File: config.mk
export PLATFORM = sky130hd
export DESIGN_NAME = vag_adpcm_block_decoder_core
export DESIGN_NICKNAME = d
export VERILOG_FILES = /design/src/hw/rtl/vagd_pkg.sv /design/src/hw/rtl/vagd_queue.sv /design/src/hw/rtl/vagd_front.sv /design/src/hw/rtl/vagd_back.sv /design/src/hw/rtl/vag_adpcm_block_decoder_core.sv
export SDC_FILE = /design/constraint.sdc
export NUM_CORES = 2
export LEC_CHECK = 0
export ABC_AREA = 1
export CORE_ASPECT_RATIO = 1.5
export CORE_MARGIN = 8
export CORE_UTILIZATION = 55
export DETAILED_ROUTE_END_ITERATION = 8
export DONT_BUFFER_PORTS = 1
export GPL_TIMING_DRIVEN = 0
export PLACE_DENSITY = 0.73
export SYNTH_ARGS = -nofsm -noshare
export SYNTH_HDL_FRONTEND = slang
export SYNTH_SLANG_ARGS = --single-unit
export TNS_END_PERCENT = 50
File: constraint.sdc
create_clock -name clk -period 11.9 [get_ports clk]
set_clock_uncertainty 0.15 [all_clocks]
set_input_delay 0.595 -clock clk [delete_from_list [all_inputs] [get_ports clk]]
set_output_delay 0.595 -clock clk [all_outputs]
set_load 0.03 [all_outputs]
File: src/hw/rtl/vagd_pkg.sv
// ============================================================================
// vagd_pkg: shared types and constants of the VAG ADPCM block decoder
// Holds the decode job word, the queue status group, the fixed history
// width and the predictor coefficient tables.
// ============================================================================
package vagd_pkg;

  // Nibbles in one 16-byte block and bits of packed nibble data.
  localparam int NIBBLES    = 28;
  localparam int DATA_W     = 4 * NIBBLES;
  localparam int HIST_W     = 40;
  localparam int QUEUE_DEPTH = 2;

  // Flag byte that ends the stream.
  localparam logic [7:0] END_FLAG = 8'd7;

  // Saturation limits of the history.
  localparam logic signed [HIST_W-1:0] HIST_MAX = {1'b0, {(HIST_W-1){1'b1}}};
  localparam logic signed [HIST_W-1:0] HIST_MIN = {1'b1, {(HIST_W-1){1'b0}}};

  // One decode job handed from the front to the back.
  typedef struct packed {
    logic              clear;
    logic              stereo;
    logic [7:0]        l_hdr;
    logic [DATA_W-1:0] l_data;
    logic [7:0]        r_hdr;
    logic [DATA_W-1:0] r_data;
  } vagd_job_t;

  // Queue status seen by both sides.
  typedef struct packed {
    logic full;
    logic empty;
  } vagd_q_status_t;

  // First predictor tap in 64ths; indexes above 4 use the last entry.
  function automatic logic signed [7:0] coef_one(input logic [3:0] pred);
    logic signed [7:0] c;
    case (pred)
      4'd0:    c = 8'sd0;
      4'd1:    c = 8'sd60;
      4'd2:    c = 8'sd115;
      4'd3:    c = 8'sd98;
      default: c = 8'sd122;
    endcase
    return c;
  endfunction

  // Second predictor tap in 64ths; indexes above 4 use the last entry.
  function automatic logic signed [7:0] coef_two(input logic [3:0] pred);
    logic signed [7:0] c;
    case (pred)
      4'd0:    c = 8'sd0;
      4'd1:    c = 8'sd0;
      4'd2:    c = -8'sd52;
      4'd3:    c = -8'sd55;
      default: c = -8'sd60;
    endcase
    return c;
  endfunction

endpackage

File: src/hw/rtl/vagd_queue.sv
// ============================================================================
// vagd_queue: short job queue between front and back
// A small circular buffer of decode jobs with full and empty status.
// ============================================================================
module vagd_queue (
  input  logic                    clk,
  input  logic                    rst_n,
  input  logic                    push,
  input  vagd_pkg::vagd_job_t     push_job,
  input  logic                    pop,
  output vagd_pkg::vagd_job_t     head_job,
  output vagd_pkg::vagd_q_status_t status
);
  import vagd_pkg::*;

  localparam int PTR_W = (QUEUE_DEPTH > 1) ? $clog2(QUEUE_DEPTH) : 1;
  localparam int CNT_W = $clog2(QUEUE_DEPTH + 1);

  vagd_job_t          entries_r [QUEUE_DEPTH];
  logic [PTR_W-1:0]   wr_ptr_r, wr_ptr_nxt;
  logic [PTR_W-1:0]   rd_ptr_r, rd_ptr_nxt;
  logic [CNT_W-1:0]   count_r, count_nxt;

  // Pointer and fill count update.
  always_comb begin
    wr_ptr_nxt = wr_ptr_r;
    rd_ptr_nxt = rd_ptr_r;
    count_nxt  = count_r;
    if (push) begin
      wr_ptr_nxt = (wr_ptr_r == PTR_W'(QUEUE_DEPTH - 1)) ? '0 : wr_ptr_r + 1'b1;
    end
    if (pop) begin
      rd_ptr_nxt = (rd_ptr_r == PTR_W'(QUEUE_DEPTH - 1)) ? '0 : rd_ptr_r + 1'b1;
    end
    if (push && !pop) begin
      count_nxt = count_r + 1'b1;
    end else if (pop && !push) begin
      count_nxt = count_r - 1'b1;
    end
  end

  always_ff @(posedge clk) begin
    if (!rst_n) begin
      wr_ptr_r <= '0;
      rd_ptr_r <= '0;
      count_r  <= '0;
    end else begin
      wr_ptr_r <= wr_ptr_nxt;
      rd_ptr_r <= rd_ptr_nxt;
      count_r  <= count_nxt;
    end
  end

  // Entry storage needs no reset.
  always_ff @(posedge clk) begin
    if (push) begin
      entries_r[wr_ptr_r] <= push_job;
    end
  end

  assign head_job     = entries_r[rd_ptr_r];
  assign status.full  = (count_r == CNT_W'(QUEUE_DEPTH));
  assign status.empty = (count_r == '0);

endmodule

File: src/hw/rtl/vagd_front.sv
// ============================================================================
// vagd_front: block intake and classification
// Accepts input words, tracks restart, end of stream and left/right pairing,
// holds a left block and queues decode jobs for the back.
// ============================================================================
module vagd_front (
  input  logic                     clk,
  input  logic                     rst_n,
  input  logic                     cfg_wr_en,
  input  logic                     cfg_wr_data,
  input  logic                     in_valid,
  output logic                     in_stall,
  input  logic                     in_restart,
  input  logic [7:0]               in_block_header,
  input  logic [7:0]               in_block_flag,
  input  logic [63:0]              in_data_low,
  input  logic [47:0]              in_data_high,
  input  vagd_pkg::vagd_q_status_t q_status,
  output logic                     push,
  output vagd_pkg::vagd_job_t      push_job
);
  import vagd_pkg::*;

  logic              stereo_r;
  logic              waiting_r, waiting_nxt;
  logic              ended_r, ended_nxt;
  logic              clear_r, clear_nxt;
  logic [7:0]        held_hdr_r;
  logic [DATA_W-1:0] held_data_r;
  logic              hold_left;
  logic              accept;
  logic              eff_ended;
  logic              eff_waiting;
  logic              eff_clear;
  logic              is_end;
  logic [DATA_W-1:0] in_data;

  assign in_stall = q_status.full;
  assign accept   = in_valid && !in_stall;
  assign in_data  = {in_data_high, in_data_low};
  assign is_end   = (in_block_flag == END_FLAG);

  // A restart takes effect before the word itself is classified.
  assign eff_ended   = in_restart ? 1'b0 : ended_r;
  assign eff_waiting = in_restart ? 1'b0 : waiting_r;
  assign eff_clear   = in_restart || clear_r;

  // Classification of one accepted word.
  always_comb begin
    waiting_nxt = waiting_r;
    ended_nxt   = ended_r;
    clear_nxt   = clear_r;
    push        = 1'b0;
    hold_left   = 1'b0;
    push_job.clear  = eff_clear;
    push_job.stereo = stereo_r;
    push_job.l_hdr  = stereo_r ? held_hdr_r : in_block_header;
    push_job.l_data = stereo_r ? held_data_r : in_data;
    push_job.r_hdr  = in_block_header;
    push_job.r_data = in_data;
    if (accept) begin
      waiting_nxt = eff_waiting;
      ended_nxt   = eff_ended;
      clear_nxt   = eff_clear;
      if (!eff_ended) begin
        if (!stereo_r || eff_waiting) begin
          waiting_nxt = 1'b0;
          if (is_end) begin
            ended_nxt = 1'b1;
          end else begin
            push      = 1'b1;
            clear_nxt = 1'b0;
          end
        end else if (is_end) begin
          ended_nxt = 1'b1;
        end else begin
          hold_left   = 1'b1;
          waiting_nxt = 1'b1;
        end
      end
    end
  end

  always_ff @(posedge clk) begin
    if (!rst_n) begin
      stereo_r  <= 1'b0;
      waiting_r <= 1'b0;
      ended_r   <= 1'b0;
      clear_r   <= 1'b0;
    end else begin
      if (cfg_wr_en) begin
        stereo_r <= cfg_wr_data;
      end
      waiting_r <= waiting_nxt;
      ended_r   <= ended_nxt;
      clear_r   <= clear_nxt;
    end
  end

  // Held left block, read only after it was written.
  always_ff @(posedge clk) begin
    if (hold_left) begin
      held_hdr_r  <= in_block_header;
      held_data_r <= in_data;
    end
  end

endmodule

File: src/hw/rtl/vagd_back.sv
// ============================================================================
// vagd_back: nibble decoder and sample output
// Takes jobs from the queue and decodes one nibble per cycle through the
// two-tap predictor unless stalled, interleaving left/right for stereo pairs.
// ============================================================================
module vagd_back #(
  parameter int FRACTION_BITS = 16
) (
  input  logic                     clk,
  input  logic                     rst_n,
  input  vagd_pkg::vagd_job_t      head_job,
  input  vagd_pkg::vagd_q_status_t q_status,
  output logic                     pop,
  output logic                     out_valid,
  input  logic                     out_stall,
  output logic signed [15:0]       out_sample,
  output logic                     out_channel,
  output logic                     out_last_of_block
);
  import vagd_pkg::*;

  localparam int BASE_SHIFT = FRACTION_BITS + 6;
  localparam int SUM_W = (((16 + BASE_SHIFT) > (HIST_W + 8)) ?
                          (16 + BASE_SHIFT) : (HIST_W + 8)) + 2;
  localparam int IDX_W = $clog2(NIBBLES);
  localparam logic signed [HIST_W:0] ROUND_BIAS =
    (HIST_W+1)'((64'd1 << FRACTION_BITS) - 64'd1);
  localparam logic signed [HIST_W:0] PCM_MAX = (HIST_W+1)'(32767);
  localparam logic signed [HIST_W:0] PCM_MIN = -(HIST_W+1)'(32768);

  typedef enum logic [1:0] {
    ST_IDLE = 2'b01,
    ST_RUN  = 2'b10
  } state_t;

  state_t                   state_r, state_nxt;
  logic                     stereo_r, stereo_nxt;
  logic                     ch_r, ch_nxt;
  logic [IDX_W-1:0]         idx_r, idx_nxt;
  logic [7:0]               l_hdr_r, r_hdr_r;
  logic [DATA_W-1:0]        l_data_r, r_data_r;
  logic signed [HIST_W-1:0] lrec_r, lrec_nxt, lold_r, lold_nxt;
  logic signed [HIST_W-1:0] rrec_r, rrec_nxt, rold_r, rold_nxt;
  logic                     out_valid_r, out_valid_nxt;
  logic signed [HIST_W-1:0] out_hist_r;
  logic                     out_ch_r, out_last_r;

  logic                     adv;
  logic                     last;
  logic [7:0]               hdr;
  logic [3:0]               nib;
  logic signed [15:0]       word_sh;
  logic signed [7:0]        c1, c2;
  logic signed [HIST_W-1:0] recent, older;
  logic signed [SUM_W-1:0]  base, p1, p2, sum, div;
  logic                     ovf;
  logic signed [HIST_W-1:0] next_hist;
  logic signed [HIST_W:0]   h_ext, adj, quo;

  assign pop  = (state_r == ST_IDLE) && !q_status.empty;
  assign adv  = (state_r == ST_RUN) && (!out_valid_r || !out_stall);
  assign last = (idx_r == IDX_W'(NIBBLES - 1)) && (!stereo_r || ch_r);

  // Predictor step for the current channel's nibble.
  always_comb begin
    hdr     = ch_r ? r_hdr_r : l_hdr_r;
    nib     = ch_r ? r_data_r[3:0] : l_data_r[3:0];
    recent  = ch_r ? rrec_r : lrec_r;
    older   = ch_r ? rold_r : lold_r;
    c1      = coef_one(hdr[7:4]);
    c2      = coef_two(hdr[7:4]);
    word_sh = $signed({nib, 12'h000}) >>> hdr[3:0];
    base    = SUM_W'(word_sh) <<< BASE_SHIFT;
    p1      = SUM_W'(recent) * SUM_W'(c1);
    p2      = SUM_W'(older) * SUM_W'(c2);
    sum     = base + p1 + p2;
    div     = sum >>> 6;
    ovf     = !((&div[SUM_W-1:HIST_W-1]) || (~|div[SUM_W-1:HIST_W-1]));
    if (ovf) begin
      next_hist = div[SUM_W-1] ? HIST_MIN : HIST_MAX;
    end else begin
      next_hist = div[HIST_W-1:0];
    end
  end

  // Sequencer over the nibbles of a job.
  always_comb begin
    state_nxt  = state_r;
    stereo_nxt = stereo_r;
    ch_nxt     = ch_r;
    idx_nxt    = idx_r;
    lrec_nxt   = lrec_r;
    lold_nxt   = lold_r;
    rrec_nxt   = rrec_r;
    rold_nxt   = rold_r;
    out_valid_nxt = out_valid_r && out_stall;
    case (state_r)
      ST_IDLE: begin
        if (pop) begin
          state_nxt  = ST_RUN;
          stereo_nxt = head_job.stereo;
          ch_nxt     = 1'b0;
          idx_nxt    = '0;
          if (head_job.clear) begin
            lrec_nxt = '0;
            lold_nxt = '0;
            rrec_nxt = '0;
            rold_nxt = '0;
          end
        end
      end
      ST_RUN: begin
        if (adv) begin
          out_valid_nxt = 1'b1;
          if (ch_r) begin
            rold_nxt = rrec_r;
            rrec_nxt = next_hist;
          end else begin
            lold_nxt = lrec_r;
            lrec_nxt = next_hist;
          end
          if (stereo_r && !ch_r) begin
            ch_nxt = 1'b1;
          end else begin
            ch_nxt  = 1'b0;
            idx_nxt = idx_r + 1'b1;
          end
          if (last) begin
            state_nxt = ST_IDLE;
          end
        end
      end
      default: begin
        state_nxt = ST_IDLE;
      end
    endcase
  end

  always_ff @(posedge clk) begin
    if (!rst_n) begin
      state_r     <= ST_IDLE;
      stereo_r    <= 1'b0;
      ch_r        <= 1'b0;
      idx_r       <= '0;
      lrec_r      <= '0;
      lold_r      <= '0;
      rrec_r      <= '0;
      rold_r      <= '0;
      out_valid_r <= 1'b0;
    end else begin
      state_r     <= state_nxt;
      stereo_r    <= stereo_nxt;
      ch_r        <= ch_nxt;
      idx_r       <= idx_nxt;
      lrec_r      <= lrec_nxt;
      lold_r      <= lold_nxt;
      rrec_r      <= rrec_nxt;
      rold_r      <= rold_nxt;
      out_valid_r <= out_valid_nxt;
    end
  end

  // Job data shifts one nibble per finished nibble index.
  always_ff @(posedge clk) begin
    if (pop) begin
      l_hdr_r  <= head_job.l_hdr;
      r_hdr_r  <= head_job.r_hdr;
      l_data_r <= head_job.l_data;
      r_data_r <= head_job.r_data;
    end else if (adv && !(stereo_r && !ch_r)) begin
      l_data_r <= l_data_r >> 4;
      r_data_r <= r_data_r >> 4;
    end
  end

  // Output register holds the new history value of the word.
  always_ff @(posedge clk) begin
    if (adv) begin
      out_hist_r <= next_hist;
      out_ch_r   <= ch_r;
      out_last_r <= last;
    end
  end

  // History to PCM: truncate toward zero, then clamp to 16 bits.
  always_comb begin
    h_ext = {out_hist_r[HIST_W-1], out_hist_r};
    adj   = h_ext + (out_hist_r[HIST_W-1] ? ROUND_BIAS : '0);
    quo   = adj >>> FRACTION_BITS;
    if (quo > PCM_MAX) begin
      out_sample = 16'sh7FFF;
    end else if (quo < PCM_MIN) begin
      out_sample = -16'sh8000;
    end else begin
      out_sample = quo[15:0];
    end
  end

  assign out_valid         = out_valid_r;
  assign out_channel       = out_ch_r;
  assign out_last_of_block = out_last_r;

endmodule

File: src/hw/rtl/vag_adpcm_block_decoder_core.sv
// ============================================================================
// vag_adpcm_block_decoder_core: VAG ADPCM block decoder top level
// Front intake, two-entry job queue, decoder of one nibble per unstalled cycle.
// ============================================================================
// Each input word is one 16-byte ADPCM block. The front takes a word whenever
// the job queue has room, so up to two decode jobs can wait while samples
// drain. The back decodes one nibble per cycle through a single predictor
// unit while the output side does not stall: it loads a job from the queue,
// then gives 28 samples for a mono block or 56 interleaved samples for a
// stereo pair. Left blocks held for pairing, end flags and blocks after the
// end of stream produce no samples and are never queued for the back.
module vag_adpcm_block_decoder_core #(
  parameter int FRACTION_BITS = 16
) (
  input  logic               clk,
  input  logic               rst_n,
  input  logic               cfg_wr_en,
  input  logic               cfg_wr_data,
  input  logic               in_valid,
  output logic               in_stall,
  input  logic               in_restart,
  input  logic [7:0]         in_block_header,
  input  logic [7:0]         in_block_flag,
  input  logic [63:0]        in_data_low,
  input  logic [47:0]        in_data_high,
  output logic               out_valid,
  input  logic               out_stall,
  output logic signed [15:0] out_sample,
  output logic               out_channel,
  output logic               out_last_of_block
);
  import vagd_pkg::*;

  vagd_job_t      push_job;
  vagd_job_t      head_job;
  vagd_q_status_t q_status;
  logic           push;
  logic           pop;

  // Intake and classification.
  vagd_front u_front (
    .clk             (clk),
    .rst_n           (rst_n),
    .cfg_wr_en       (cfg_wr_en),
    .cfg_wr_data     (cfg_wr_data),
    .in_valid        (in_valid),
    .in_stall        (in_stall),
    .in_restart      (in_restart),
    .in_block_header (in_block_header),
    .in_block_flag   (in_block_flag),
    .in_data_low     (in_data_low),
    .in_data_high    (in_data_high),
    .q_status        (q_status),
    .push            (push),
    .push_job        (push_job)
  );

  // Job queue between the two sides.
  vagd_queue u_queue (
    .clk      (clk),
    .rst_n    (rst_n),
    .push     (push),
    .push_job (push_job),
    .pop      (pop),
    .head_job (head_job),
    .status   (q_status)
  );

  // Decoder and output register.
  vagd_back #(
    .FRACTION_BITS (FRACTION_BITS)
  ) u_back (
    .clk               (clk),
    .rst_n             (rst_n),
    .head_job          (head_job),
    .q_status          (q_status),
    .pop               (pop),
    .out_valid         (out_valid),
    .out_stall         (out_stall),
    .out_sample        (out_sample),
    .out_channel       (out_channel),
    .out_last_of_block (out_last_of_block)
  );

endmodule
==> run_results.csv <==
group,metric,value,unit
run_status,status,"finished, violations left",
run_status,violations,"capacitance limit, slew limit",
drt,routedWlPerCell,21.1,microns
synth,ys_seq_area_share,46.7,%
setup_path,slowest_delay,780,ps
synth,synth_compound_area_share,7.47,%
cts,cts_tree,"done",
synth,yosysTopAreaCell,"edfxtp_1",
cts,htree_levels,3,
setup_path,crit_cells,46,
timing,worstMarginPinSlew,1530,ps
setup_path,worstPathRequired,12070,ps
global_route,grt-ovfl-total,0,
drt,num_vias,47991,
cts,cts.sinks,1065,
floorplanning,io_pins,155,
timing,finalCriticalPeriod,11400,ps
drt,post_drt_via_cell_ratio,5.52,
finish,syn2layout_area_growth,10.8,%
place,place_congestion,1.01,
setup_path,worstPathArrival,11570,ps
timing,slew_headroom,-3.31,%
finish,nets,7882,
cts,cts-root-buf,"clkbuf_16",
timing,slew_violations,3,
synth,yosys_most_used_dff,"edfxtp_1",
global_route,grt_max_degree,70,
floorplanning,core,117000,sq um
drt,dr.pass1.iters,7,
synth,synth-simple-area-share,16.6,%
setup_path,cp_common_cell,"nand2_1",
global_route,first_global_vias,49664,
floorplanning,rows,154,
timing,rsz0062_at_grt,"false",
timing,setup-violations-final,0,
global_route,grtUsageTotal,28.4,%
synth,async_flop_share,0,%
cts,clockBufferDepth,3,
finish,stdcell_area,71600,sq um
worst_hold_path,hold_path_class,"in -> reg",
synth,synth_area_per_cell,9.50,sq um
synth,synth_top_family_by_area,"adder cells",
global_route,grt_pass1_wl,279000,microns
synth,yosysWarnings,0,
synth,ys_types,55,
job,cap_viol_max_count,1,
worst_hold_path,hold_depth,1,
setup_path,cp-end-kind,"flop",
cts,cts_made_buffers,94,
timing,hold_viol_final,0,
synth,netlist_area,64600,sq um
synth,yosys.area_share.xor_xnor,1.90,%
synth,synthCells,6796,
drt,wirelength,183000,microns
setup_path,path_buf_inv,12,
place,place_area,67100,sq um
drt,ant_nets,0,
setup_path,cp_top_family,"simple AND/OR/NAND/NOR gates",
synth,synthMuxAreaShare,2.16,%
floorplanning,start_util,55.2,%
setup_path,start_kind,"flop",
synth,ys_seq_elements,1065,
floorplanning,dieHeight,436,microns
drt,drt-initial-drc-count,3556,
global_route,antenna_found_initial,25,
floorplanning,die_area,129000,sq um
finish,drive_gt1_share,6.88,%
timing,fmax,87.7,MHz
cts,clk_pin_slew_worst_paths,70,ps
setup_path,crit_fanout,10,
setup_path,critical_path_class,"reg -> reg",
synth,synth_adder_area_share,17.7,%
drt,drc_errors,0,
timing,post-route-period-util,95.8,%
synth,synth_top_area_share,41.2,%
cts,clk_latency,720,ps
floorplanning,die_w,296,microns
synth,synth_edf_count,886,
setup_path,reg2reg_depth,46,
setup_path,cp_slowest_cell,"clkbuf_1",
synth,synth_nets,7636,
place,io_buffers,0,
synth,ys_top_cells_by_area,"edfxtp_1, fa_1, nand2_1",
place,place.detailed.hpwl,144000,microns
[per-layer routing]
layer | share of wire [%] | global-route usage (%)
met2 | 50 | 50.1
met5 | 0.020 | 0
met4 | 10 | 24.2
met1 | 34 | 28.9
met3 | 5.5 | 4.41
[through the flow]
stage / TNS (ps) / utilization, % / cells / hold slack, ps / worst slack (ps)
after floorplan: -50270 / - / 6796 / 253 / -208
final: 0 / 61.2 / 8701 / 32.0 / 501
after detailed placement: 0 / 57.4 / 8381 / 265 / 839
after CTS: 0 / 61.1 / 8681 / 5.09 / 756
after global routing: 0 / 61.2 / 8695 / 6.75 / 197
after global placement: -1481490 / 56.9 / 8356 / 261 / -6140
[placed cells by master, fill, tap and decap left out, types with 187 or more instances in the layout]
master,netlist,layout
ha_1,354,354
inv_1,955,955
a21oi_1,323,323
nor2_1,816,812
o21ai_0,188,187
edfxtp_1,886,886
a31oi_1,232,232
nand2_1,1592,1591
clkbuf_1,193,207
fa_1,351,351
[cells in the mapped netlist (36+ instances only)]
library cell	number
ha_1	354
inv_2	38
xnor2_1	53
nor2_1	816
mux2_2	121
fa_1	351
nand2_1	1592
a31oi_1	232
a21oi_1	323
xor2_1	87
nand3_1	90
clkbuf_1	193
edfxtp_1	886
nand2_2	36
dfxtp_1	179
o21ai_0	188
inv_1	955
[kinds of logic (layout without fill, tap and decap cells)]
family / after synthesis / in the layout
flops: 1065 / 1065
buf+inv: 1236 / 1562
mux: 124 / 124
compound gates: 846 / 846
xor+xnor: 140 / 140
fa+ha+maj: 705 / 705
other cells: 0 / 19
simple gates: 2680 / 2680
[worst paths after layout]
path	slack, ps	startpoint	endpoint
worst max register to register	500	u_back.ch_r	u_back.out_hist_r[21]
worst min register to register	300	u_back.ch_r	u_back.out_channel
worst min-delay path	30	in_data_low[38]	u_queue.entries_r[0][158]
worst max-delay path	500	u_back.ch_r	u_back.out_hist_r[21]
[flip-flops by register name, indices dropped and copies added, names as in the netlist, 2 cells and up, named ones only]
| name | count |
|---|---|
| u_back.state_r | 2 |
| u_back.l_data_r | 112 |
| u_back.r_hdr_r | 8 |
| u_back.l_hdr_r | 8 |
| u_queue.count_r | 2 |
| u_queue.entries_r | 484 |
| u_front.held_data_r | 112 |
| u_front.held_hdr_r | 8 |
| u_back.lrec_r | 40 |
| u_back.out_hist_r | 40 |
| u_back.r_data_r | 112 |
| u_back.rrec_r | 40 |
| u_back.rold_r | 40 |
| u_back.lold_r | 40 |
| u_back.idx_r | 5 |
[layout make-up]
type	count	area (sq um)
Clock inverter	62	637
Multi-Input combinational cell	4495	29700
Tap cell	1560	1950
Fill cell	9640	45400
Sequential cell	1065	30200
Antenna cell	19	47.5
Timing Repair Buffer	150	1790
Clock buffer	114	2510
Buffer	243	1020
Inverter	993	3730
[repair_timing]
item	4_1_cts	5_1_grt
hold endpoints to repair	600	0
gates resized for setup	0	0
buffers inserted	0	0
hold buffers	124	0
Power is left out: the tool's default activity adds up to more than one toggle a clock period on the data nets, which glitch-free logic cannot reach.
